--- src/sv/nbr_etx_pkg.sv ---
// ---------------------------------------------------------------------------
// nbr_etx_pkg
// Shared types and codes of the neighbour ETX table.
// ---------------------------------------------------------------------------
package nbr_etx_pkg;

  localparam int ADDR_W   = 64;
  localparam int METRIC_W = 12;
  localparam int TIME_W   = 32;
  localparam int CFG_W    = 8;

  // request types
  localparam logic [1:0] REQ_SENT  = 2'd0;
  localparam logic [1:0] REQ_RECV  = 2'd1;
  localparam logic [1:0] REQ_QUERY = 2'd2;

  // transmit status
  localparam logic [1:0] TX_OK    = 2'd0;
  localparam logic [1:0] TX_NOACK = 2'd1;

  // result outcomes
  localparam logic [2:0] OUT_IGNORED = 3'd0;
  localparam logic [2:0] OUT_SAME    = 3'd1;
  localparam logic [2:0] OUT_CHANGED = 3'd2;
  localparam logic [2:0] OUT_ABSENT  = 3'd3;
  localparam logic [2:0] OUT_QUERY   = 3'd4;

  // configuration register indexes
  localparam logic [1:0] CFG_WEIGHT  = 2'd0;
  localparam logic [1:0] CFG_LIMIT   = 2'd1;
  localparam logic [1:0] CFG_PENALTY = 2'd2;

  localparam logic [6:0] WEIGHT_RST  = 7'd90;
  localparam logic [7:0] LIMIT_RST   = 8'd15;
  localparam logic [7:0] PENALTY_RST = 8'd15;

  localparam logic [6:0] PCT_FULL = 7'd100;

  // floor(x / 100) = (x * DIV_RECIP) >> DIV_SHIFT, exact for x < 2^19
  localparam int          SUM_W     = 19;
  localparam int          RECIP_W   = 20;
  localparam logic [19:0] DIV_RECIP = 20'd671089;
  localparam int          DIV_SHIFT = 26;

  typedef enum logic [2:0] {
    K_IGNORE     = 3'd0,
    K_RECV       = 3'd1,
    K_SENT_OK    = 3'd2,
    K_SENT_NOACK = 3'd3,
    K_QUERY      = 3'd4
  } kind_t;

  typedef struct packed {
    kind_t               kind;
    logic [ADDR_W-1:0]   addr;
    logic [METRIC_W-1:0] sample;
    logic [TIME_W-1:0]   now;
  } q_entry_t;

  typedef struct packed {
    logic [6:0] weight;
    logic [7:0] limit;
    logic [7:0] penalty;
  } cfg_t;

endpackage

--- src/sv/neighbor_etx_ewma_table.sv ---
// ---------------------------------------------------------------------------
// neighbor_etx_ewma_table
// Neighbour table with a fixed-point ETX moving average per link.
// ---------------------------------------------------------------------------
// Items pass one at a time through the table engine's three steps
//   (address match and metric read, products, divide by 100 and write-back);
//   the engine takes no new item until the last is written back.
// The two-entry queue takes items while the engine works or the result stalls.
// Reset: valid bits clear at once (no clearing pass); config returns to
//   weight 90, limit 15, penalty 15.
module neighbor_etx_ewma_table import nbr_etx_pkg::*; #(
  parameter int TABLE_ENTRIES = 16,
  parameter int FIX_SCALE     = 16
) (
  input  logic                clk,
  input  logic                rst,
  // item input
  input  logic                in_valid,
  output logic                in_stall,
  input  logic [1:0]          req_type,
  input  logic [ADDR_W-1:0]   neighbor_address,
  input  logic [1:0]          tx_status,
  input  logic [7:0]          tx_count,
  input  logic [TIME_W-1:0]   now_seconds,
  // result output
  output logic                out_valid,
  input  logic                out_stall,
  output logic [2:0]          outcome,
  output logic [ADDR_W-1:0]   result_address,
  output logic [METRIC_W-1:0] link_metric,
  output logic                metric_changed,
  // configuration
  input  logic                cfg_we,
  input  logic [1:0]          cfg_index,
  input  logic [CFG_W-1:0]    cfg_data
);

  cfg_t     cfg;
  q_entry_t front_entry;
  q_entry_t q_head;
  logic     q_full;
  logic     q_not_empty;
  logic     q_pop;
  logic     push;

  // Configuration registers; writes to unlisted indexes are dropped.
  always_ff @(posedge clk) begin
    if (rst) begin
      cfg.weight  <= WEIGHT_RST;
      cfg.limit   <= LIMIT_RST;
      cfg.penalty <= PENALTY_RST;
    end else if (cfg_we) begin
      case (cfg_index)
        CFG_WEIGHT:  cfg.weight  <= cfg_data[6:0];
        CFG_LIMIT:   cfg.limit   <= cfg_data[7:0];
        CFG_PENALTY: cfg.penalty <= cfg_data[7:0];
        default:     ;
      endcase
    end
  end

  // Front: classify and scale the sample as the item arrives.
  nbr_etx_front #(
    .FIX_SCALE (FIX_SCALE)
  ) u_front (
    .req_type         (req_type),
    .neighbor_address (neighbor_address),
    .tx_status        (tx_status),
    .tx_count         (tx_count),
    .now_seconds      (now_seconds),
    .noack_penalty    (cfg.penalty),
    .entry            (front_entry)
  );

  // Input stalls only when the queue is full.
  assign in_stall = q_full;
  assign push     = in_valid && !q_full;

  nbr_etx_queue u_queue (
    .clk        (clk),
    .rst        (rst),
    .push       (push),
    .push_entry (front_entry),
    .full       (q_full),
    .pop        (q_pop),
    .not_empty  (q_not_empty),
    .head       (q_head)
  );

  // Back: table lookup, average and result register.
  nbr_etx_engine #(
    .TABLE_ENTRIES (TABLE_ENTRIES),
    .FIX_SCALE     (FIX_SCALE)
  ) u_engine (
    .clk            (clk),
    .rst            (rst),
    .q_valid        (q_not_empty),
    .q_head         (q_head),
    .q_pop          (q_pop),
    .cfg            (cfg),
    .out_valid      (out_valid),
    .out_stall      (out_stall),
    .outcome        (outcome),
    .result_address (result_address),
    .link_metric    (link_metric),
    .metric_changed (metric_changed)
  );

endmodule

--- src/sv/nbr_etx_front.sv ---
// ---------------------------------------------------------------------------
// nbr_etx_front
// Classifies an incoming item and forms its scaled ETX sample.
// ---------------------------------------------------------------------------
module nbr_etx_front import nbr_etx_pkg::*; #(
  parameter int FIX_SCALE = 16
) (
  input  logic [1:0]        req_type,
  input  logic [ADDR_W-1:0] neighbor_address,
  input  logic [1:0]        tx_status,
  input  logic [7:0]        tx_count,
  input  logic [TIME_W-1:0] now_seconds,
  input  logic [7:0]        noack_penalty,
  output q_entry_t          entry
);

  logic        null_addr;
  kind_t       kind;
  logic [7:0]  count;
  logic [12:0] scaled;

  assign null_addr = (neighbor_address == '0);

  always_comb begin
    unique case (req_type)
      REQ_QUERY: kind = K_QUERY;
      REQ_RECV:  kind = null_addr ? K_IGNORE : K_RECV;
      REQ_SENT: begin
        if (null_addr)                  kind = K_IGNORE;
        else if (tx_status == TX_OK)    kind = K_SENT_OK;
        else if (tx_status == TX_NOACK) kind = K_SENT_NOACK;
        else                            kind = K_IGNORE;
      end
      default:   kind = K_IGNORE;
    endcase
  end

  // no-ack charges the penalty count
  assign count  = (kind == K_SENT_NOACK) ? noack_penalty : tx_count;
  assign scaled = 13'(count) * 13'(FIX_SCALE);

  assign entry.kind   = kind;
  assign entry.addr   = neighbor_address;
  assign entry.sample = scaled[METRIC_W-1:0];
  assign entry.now    = now_seconds;

endmodule

--- src/sv/nbr_etx_queue.sv ---
// ---------------------------------------------------------------------------
// nbr_etx_queue
// Two-entry queue between the classifier and the table engine.
// ---------------------------------------------------------------------------
module nbr_etx_queue import nbr_etx_pkg::*; (
  input  logic     clk,
  input  logic     rst,
  input  logic     push,
  input  q_entry_t push_entry,
  output logic     full,
  input  logic     pop,
  output logic     not_empty,
  output q_entry_t head
);

  q_entry_t   slots [2];
  logic       wr_ptr;
  logic       rd_ptr;
  logic [1:0] count;

  assign full      = (count == 2'd2);
  assign not_empty = (count != 2'd0);
  assign head      = slots[rd_ptr];

  always_ff @(posedge clk) begin
    if (rst) begin
      wr_ptr <= 1'b0;
      rd_ptr <= 1'b0;
      count  <= 2'd0;
    end else begin
      if (push) wr_ptr <= ~wr_ptr;
      if (pop)  rd_ptr <= ~rd_ptr;
      if (push && !pop)      count <= count + 2'd1;
      else if (pop && !push) count <= count - 2'd1;
    end
  end

  always_ff @(posedge clk) begin
    if (push) slots[wr_ptr] <= push_entry;
  end

endmodule

--- src/sv/nbr_etx_engine.sv ---
// ---------------------------------------------------------------------------
// nbr_etx_engine
// Neighbour table: address match, metric average and result register.
// ---------------------------------------------------------------------------
module nbr_etx_engine import nbr_etx_pkg::*; #(
  parameter int TABLE_ENTRIES = 16,
  parameter int FIX_SCALE     = 16
) (
  input  logic                clk,
  input  logic                rst,
  input  logic                q_valid,
  input  q_entry_t            q_head,
  output logic                q_pop,
  input  cfg_t                cfg,
  output logic                out_valid,
  input  logic                out_stall,
  output logic [2:0]          outcome,
  output logic [ADDR_W-1:0]   result_address,
  output logic [METRIC_W-1:0] link_metric,
  output logic                metric_changed
);

  localparam int IDX_W = (TABLE_ENTRIES > 1) ? $clog2(TABLE_ENTRIES) : 1;

  typedef enum logic [2:0] {
    S_MATCH  = 3'b001,
    S_CALC   = 3'b010,
    S_COMMIT = 3'b100
  } state_t;

  state_t state;

  logic [TABLE_ENTRIES-1:0] valid;
  logic [ADDR_W-1:0]        addr_tab   [TABLE_ENTRIES];
  logic [METRIC_W-1:0]      metric_mem [TABLE_ENTRIES];
  logic [TIME_W-1:0]        ts_mem     [TABLE_ENTRIES];
  logic [METRIC_W-1:0]      metric_rd;

  // match
  logic             hit;
  logic [IDX_W-1:0] hit_idx;
  logic             free_found;
  logic [IDX_W-1:0] free_idx;
  logic             adding;
  logic [IDX_W-1:0] sel_idx;

  // held item
  kind_t               p_kind;
  logic [ADDR_W-1:0]   p_addr;
  logic [METRIC_W-1:0] p_sample;
  logic [TIME_W-1:0]   p_now;
  logic [IDX_W-1:0]    p_idx;
  logic                p_ok;
  logic                p_new;

  // average
  logic [6:0]          weight;
  logic [6:0]          weight_inv;
  logic [METRIC_W-1:0] old_cur;
  logic [METRIC_W-1:0] old_r;
  logic                first_r;
  logic [SUM_W-1:0]    sum_r;
  logic [12:0]         limit_prod;
  logic [METRIC_W-1:0] limit_r;
  logic [SUM_W+RECIP_W-1:0] quot_full;
  logic [METRIC_W-1:0] avg_metric;
  logic                changed;

  // commit
  logic                out_free;
  logic                commit;
  logic [2:0]          res_outcome;
  logic [METRIC_W-1:0] res_metric;
  logic                res_changed;
  logic                wr_en;
  logic [METRIC_W-1:0] wr_metric;
  logic [TIME_W-1:0]   wr_ts;

  // lowest free slot and matching slot, one comparator per entry
  always_comb begin
    hit        = 1'b0;
    hit_idx    = '0;
    free_found = 1'b0;
    free_idx   = '0;
    for (int i = TABLE_ENTRIES - 1; i >= 0; i--) begin
      if (valid[i] && (addr_tab[i] == q_head.addr)) begin
        hit     = 1'b1;
        hit_idx = IDX_W'(i);
      end
      if (!valid[i]) begin
        free_found = 1'b1;
        free_idx   = IDX_W'(i);
      end
    end
  end

  assign adding  = ((q_head.kind == K_RECV) || (q_head.kind == K_SENT_OK)) &&
                   !hit && free_found;
  assign sel_idx = hit ? hit_idx : free_idx;
  assign q_pop   = (state == S_MATCH) && q_valid;

  assign weight     = (cfg.weight > PCT_FULL) ? PCT_FULL : cfg.weight;
  assign weight_inv = PCT_FULL - weight;
  assign old_cur    = p_new ? '0 : metric_rd;
  assign limit_prod = 13'(cfg.limit) * 13'(FIX_SCALE);

  assign quot_full  = (SUM_W+RECIP_W)'(sum_r) * (SUM_W+RECIP_W)'(DIV_RECIP);
  assign avg_metric = first_r ? p_sample : quot_full[DIV_SHIFT +: METRIC_W];
  assign changed    = first_r || (avg_metric != old_r);

  assign out_free = !out_valid || !out_stall;
  assign commit   = (state == S_COMMIT) && out_free;

  always_comb begin
    res_outcome = OUT_IGNORED;
    res_metric  = '0;
    res_changed = 1'b0;
    wr_en       = 1'b0;
    wr_metric   = '0;
    wr_ts       = '0;
    case (p_kind)
      K_QUERY: begin
        res_outcome = OUT_QUERY;
        res_metric  = p_ok ? old_r : limit_r;
      end
      K_RECV: begin
        if (p_ok) begin
          res_outcome = OUT_SAME;
          res_metric  = old_r;
          wr_en       = p_new;
        end else begin
          res_outcome = OUT_ABSENT;
        end
      end
      K_SENT_OK, K_SENT_NOACK: begin
        if (p_ok) begin
          res_outcome = changed ? OUT_CHANGED : OUT_SAME;
          res_metric  = avg_metric;
          res_changed = changed;
          wr_en       = 1'b1;
          wr_metric   = avg_metric;
          wr_ts       = p_now;
        end else begin
          res_outcome = OUT_ABSENT;
        end
      end
      default: res_outcome = OUT_IGNORED;
    endcase
  end

  always_ff @(posedge clk) begin
    if (rst) begin
      state     <= S_MATCH;
      valid     <= '0;
      out_valid <= 1'b0;
    end else begin
      if (out_valid && !out_stall && !commit) out_valid <= 1'b0;
      unique case (state)
        S_MATCH: begin
          if (q_valid) begin
            if (adding) valid[sel_idx] <= 1'b1;
            state <= S_CALC;
          end
        end
        S_CALC:   state <= S_COMMIT;
        S_COMMIT: begin
          if (out_free) begin
            out_valid <= 1'b1;
            state     <= S_MATCH;
          end
        end
        default:  state <= S_MATCH;
      endcase
    end
  end

  // payload and table storage
  always_ff @(posedge clk) begin
    metric_rd <= metric_mem[sel_idx];
    if (q_pop) begin
      p_kind   <= q_head.kind;
      p_addr   <= q_head.addr;
      p_sample <= q_head.sample;
      p_now    <= q_head.now;
      p_idx    <= sel_idx;
      p_ok     <= hit || adding;
      p_new    <= adding;
      if (adding) addr_tab[sel_idx] <= q_head.addr;
    end
    if (state == S_CALC) begin
      old_r   <= old_cur;
      first_r <= (old_cur == '0);
      sum_r   <= SUM_W'(old_cur) * SUM_W'(weight) + SUM_W'(p_sample) * SUM_W'(weight_inv);
      limit_r <= limit_prod[METRIC_W-1:0];
    end
    if (commit) begin
      outcome        <= res_outcome;
      result_address <= p_addr;
      link_metric    <= res_metric;
      metric_changed <= res_changed;
      if (wr_en) begin
        metric_mem[p_idx] <= wr_metric;
        ts_mem[p_idx]     <= wr_ts;
      end
    end
  end

endmodule

--- config.mk ---
export PLATFORM = sky130hd
export DESIGN_NAME = neighbor_etx_ewma_table
export DESIGN_NICKNAME = d
export VERILOG_FILES = /design/src/sv/nbr_etx_pkg.sv /design/src/sv/neighbor_etx_ewma_table.sv /design/src/sv/nbr_etx_front.sv /design/src/sv/nbr_etx_queue.sv /design/src/sv/nbr_etx_engine.sv
export SDC_FILE = /design/constraint.sdc
export NUM_CORES = 2
export LEC_CHECK = 0
export BUFFER_PORTS_ARGS = -buffer_cell sky130_fd_sc_hd__buf_2
export CAP_MARGIN = 20
export CORE_MARGIN = 2
export CORE_UTILIZATION = 63
export DETAILED_ROUTE_END_ITERATION = 7
export GPL_TIMING_DRIVEN = 0
export PLACE_DENSITY = 0.87
export SETUP_SLACK_MARGIN = 0.05
export SYNTH_ARGS = -nofsm -noshare
export SYNTH_HDL_FRONTEND = slang
export SYNTH_SLANG_ARGS = --single-unit
--- constraint.sdc ---
create_clock -name clk -period 9.7 [get_ports clk]
set_clock_uncertainty 0.15 [all_clocks]
set_input_delay 1.94 -clock clk [delete_from_list [all_inputs] [get_ports clk]]
set_output_delay 1.94 -clock clk [all_outputs]
set_load 0.01 [all_outputs]
==> run metrics <==
area grow syn2layout=12.8%; Critical Path RT=10.10 ns; grt total ovfl=0; Ys Warns=0; commonest non-fill, non-tap cell in the layout=edfxtp_1; hold depth=0; Netlist cell types=80; Post-CTS Hold Buffers=0; TritonCTS clock tree=done; Worst-Margin Slew=1.36 ns; initial antenna violation count=21; row count=128; fmax=118 MHz; post-synth net total=5,686; total track usage=38.3%; final setup fails=0; hold endpoint=u_engine.result_address[56]$_DFFE_PP_; fin nets=6,114; RSZ-0062 raised after global routing=false; first-pass GRT wire length=336 mm; Max Buffers Root-to-Sink=3; Seq cells post-synth=1,627; Skew-Pair Late Insertion Delay=0.83 ns; CP endpoint kind=register; Critical Path Fanout Max=9; CP bufs+invs=5; Seq/Total Area, Yosys=62.9%; area used by multi-input combinational logic=25,900 um^2; FF-to-FF setup slack=1.20 ns; most frequent cells in the layout=1,567 x edfxtp_1, 763 x xnor2_1, 454 x inv_1; FILL cells=7,299; drt total wl=241 mm; failing checks=design-rule violations; via count=49,119; Die W=353 um; fraction of registers with async set/reset=0%; largest net degree at the start of global routing=65; post-synthesis instance area=76,700 um^2; die area=125,000 um^2; WP data arrival=8.90 ns; post_cts resized=0; I/O Buffers=171; drt pass-1 iters=8; core area=121,000 um^2; Worst Hold Launch=u_engine.p_addr[56]$_DFFE_PP_; Root Buffer=clkbuf_16; Critical-path top delay cell=xor2_1; Slew Viols, Final=0; Yosys top cell by area=edfxtp_1; chip height=353 um; slew margin rel.=9.06%; status=finished, violations left; cell count of the worst reg-to-reg path=27; crit-path max cell delay=0.62 ns; routed vias/inst=6.72; Initial DRC Count=9,339; Post-CTS Repair Setup Buffers=0; Placer Congestion=0.982; Synth top area share=61.3%; critical path launch point type=register; # Max-Cap Violations=0; Avg Inst Size Synth=15.0 um^2; vias in the first global route=48,235; CP dominant cell by count=fa_1; Reg clk slew, reported paths=0.06 ns; routed length per instance=32.9 um; EDFF count, synth=1,567; worst hold path class=register to register; type of the worst setup path=register to register; H-tree Lvls=4; ratio of final minimum period to clock period=87.6%; Mapped Cells=5,112; cell family with most CP delay=adder cells; CTS Buf Count=156; Synth area leaders=edfxtp_1 61%, xnor2_1 8.7%, fa_1 5.9%; Reg-to-Reg Start=cfg[17]$_SDFFE_PP1P_; Reg area=48,300 um^2; Final Hold Viols=0; Final HPWL DP=158 mm; drc violations=1; Final Critical Period=8.50 ns; final core occ=71.3%; clk sink count=1,627; Worst R2R End=u_engine.sum_r[18]$_DFFE_PP_; Antenna Nets Post-Route=0; num ports=205; Starting Density=63.2%; layout cells sized above 1=12.5%; Top FF cell, synth=edfxtp_1
==> flip-flops by register name, summed over array words and instances, names as in the netlist, 16 cells and up, named ones only <==
signal and flops:
u_engine.addr_tab 1024, cfg 23, u_engine.metric_mem 192, u_engine.p_addr 64, u_engine.sum_r 19, u_engine.valid 16, u_queue.slots 150, u_engine.result_address 64
==> kinds of logic (layout without fill, tap and decap cells) <==
logic type | Yosys count | count (layout) | synth area share, %
buffers and inverters | 613 | 1161 | 3.57
AOI/OAI and AO/OA | 356 | 356 | 3.21
other | 0 | 28 | 0
muxes | 276 | 276 | 4.32
adders and majority gates | 451 | 451 | 9.55
and+or+nand+nor | 878 | 878 | 6.05
xor gates and xnor gates | 911 | 911 | 10.4
DFF | 1627 | 1627 | 62.9
==> per-layer routing <==
metal	wire, um	global-route usage (%)	part of all wire, %	vias to the layer above
li1	-	-	-	19331
met1	75900	46.2	32	23579
met2	106000	56.8	44	4833
met3	37400	13.8	16	1368
met4	21700	28.5	9.0	8
met5	51	0	0.021	-
==> worst max path at each step <==
stage | startpoint | end | slack, ns | cells past startpoint
CTS | cfg[17]$_SDFFE_PP1P_ | u_engine.sum_r[18]$_DFFE_PP_ | 1.26 | 27
global route | cfg[17]$_SDFFE_PP1P_ | u_engine.sum_r[18]$_DFFE_PP_ | 0.76 | 27
floorplan | out_stall | u_engine.metric_mem[0][0]$_DFFE_PP_ | 1.67 | 5
global placement | out_stall | u_engine.metric_mem[4][3]$_DFFE_PP_ | -3.47 | 6
detailed placement | cfg[17]$_SDFFE_PP1P_ | u_engine.sum_r[18]$_DFFE_PP_ | 1.33 | 27
finish | cfg[17]$_SDFFE_PP1P_ | u_engine.sum_r[18]$_DFFE_PP_ | 1.20 | 27
==> Yosys cell counts (43+ instances only) <==
cell type / number
buf_4: 61
inv_1: 455
edfxtp_1: 1567
ha_1: 226
buf_2: 43
nor2_1: 175
mux2i_1: 208
xor2_1: 147
a21oi_1: 84
dfxtp_1: 60
nor4_1: 215
xnor2_1: 763
and2_1: 51
fa_1: 225
nand4_1: 98
nand2_1: 157
==> layout make-up <==
cell class | instances | share of cell area (%)
clock buffer | 202 | 4.81
sequential | 1627 | 55.8
antenna | 28 | 0.0810
inverter | 457 | 1.99
buffer | 156 | 1.19
timing repair buffer | 270 | 3.15
tap | 1625 | 2.35
clock inverter | 76 | 0.752
multi-input combinational | 2872 | 29.9
==> per-stage QoR <==
step	setup TNS, ns	hold WS (ns)	worst slack, ns	instances	instance area, um^2
after floorplan	0	0.250	1.67	5112	76700
after global placement	-1036.12	0.252	-3.47	6908	79600
after detailed placement	0	0.255	1.33	6982	81300
after CTS	0	0.244	1.26	7260	86100
after global routing	0	0.275	0.757	7289	86500
final	0	0.262	1.20	7313	86500
Power is left out: the tool's default activity adds up to more than one toggle a clock period on the data nets, which glitch-free logic cannot reach.
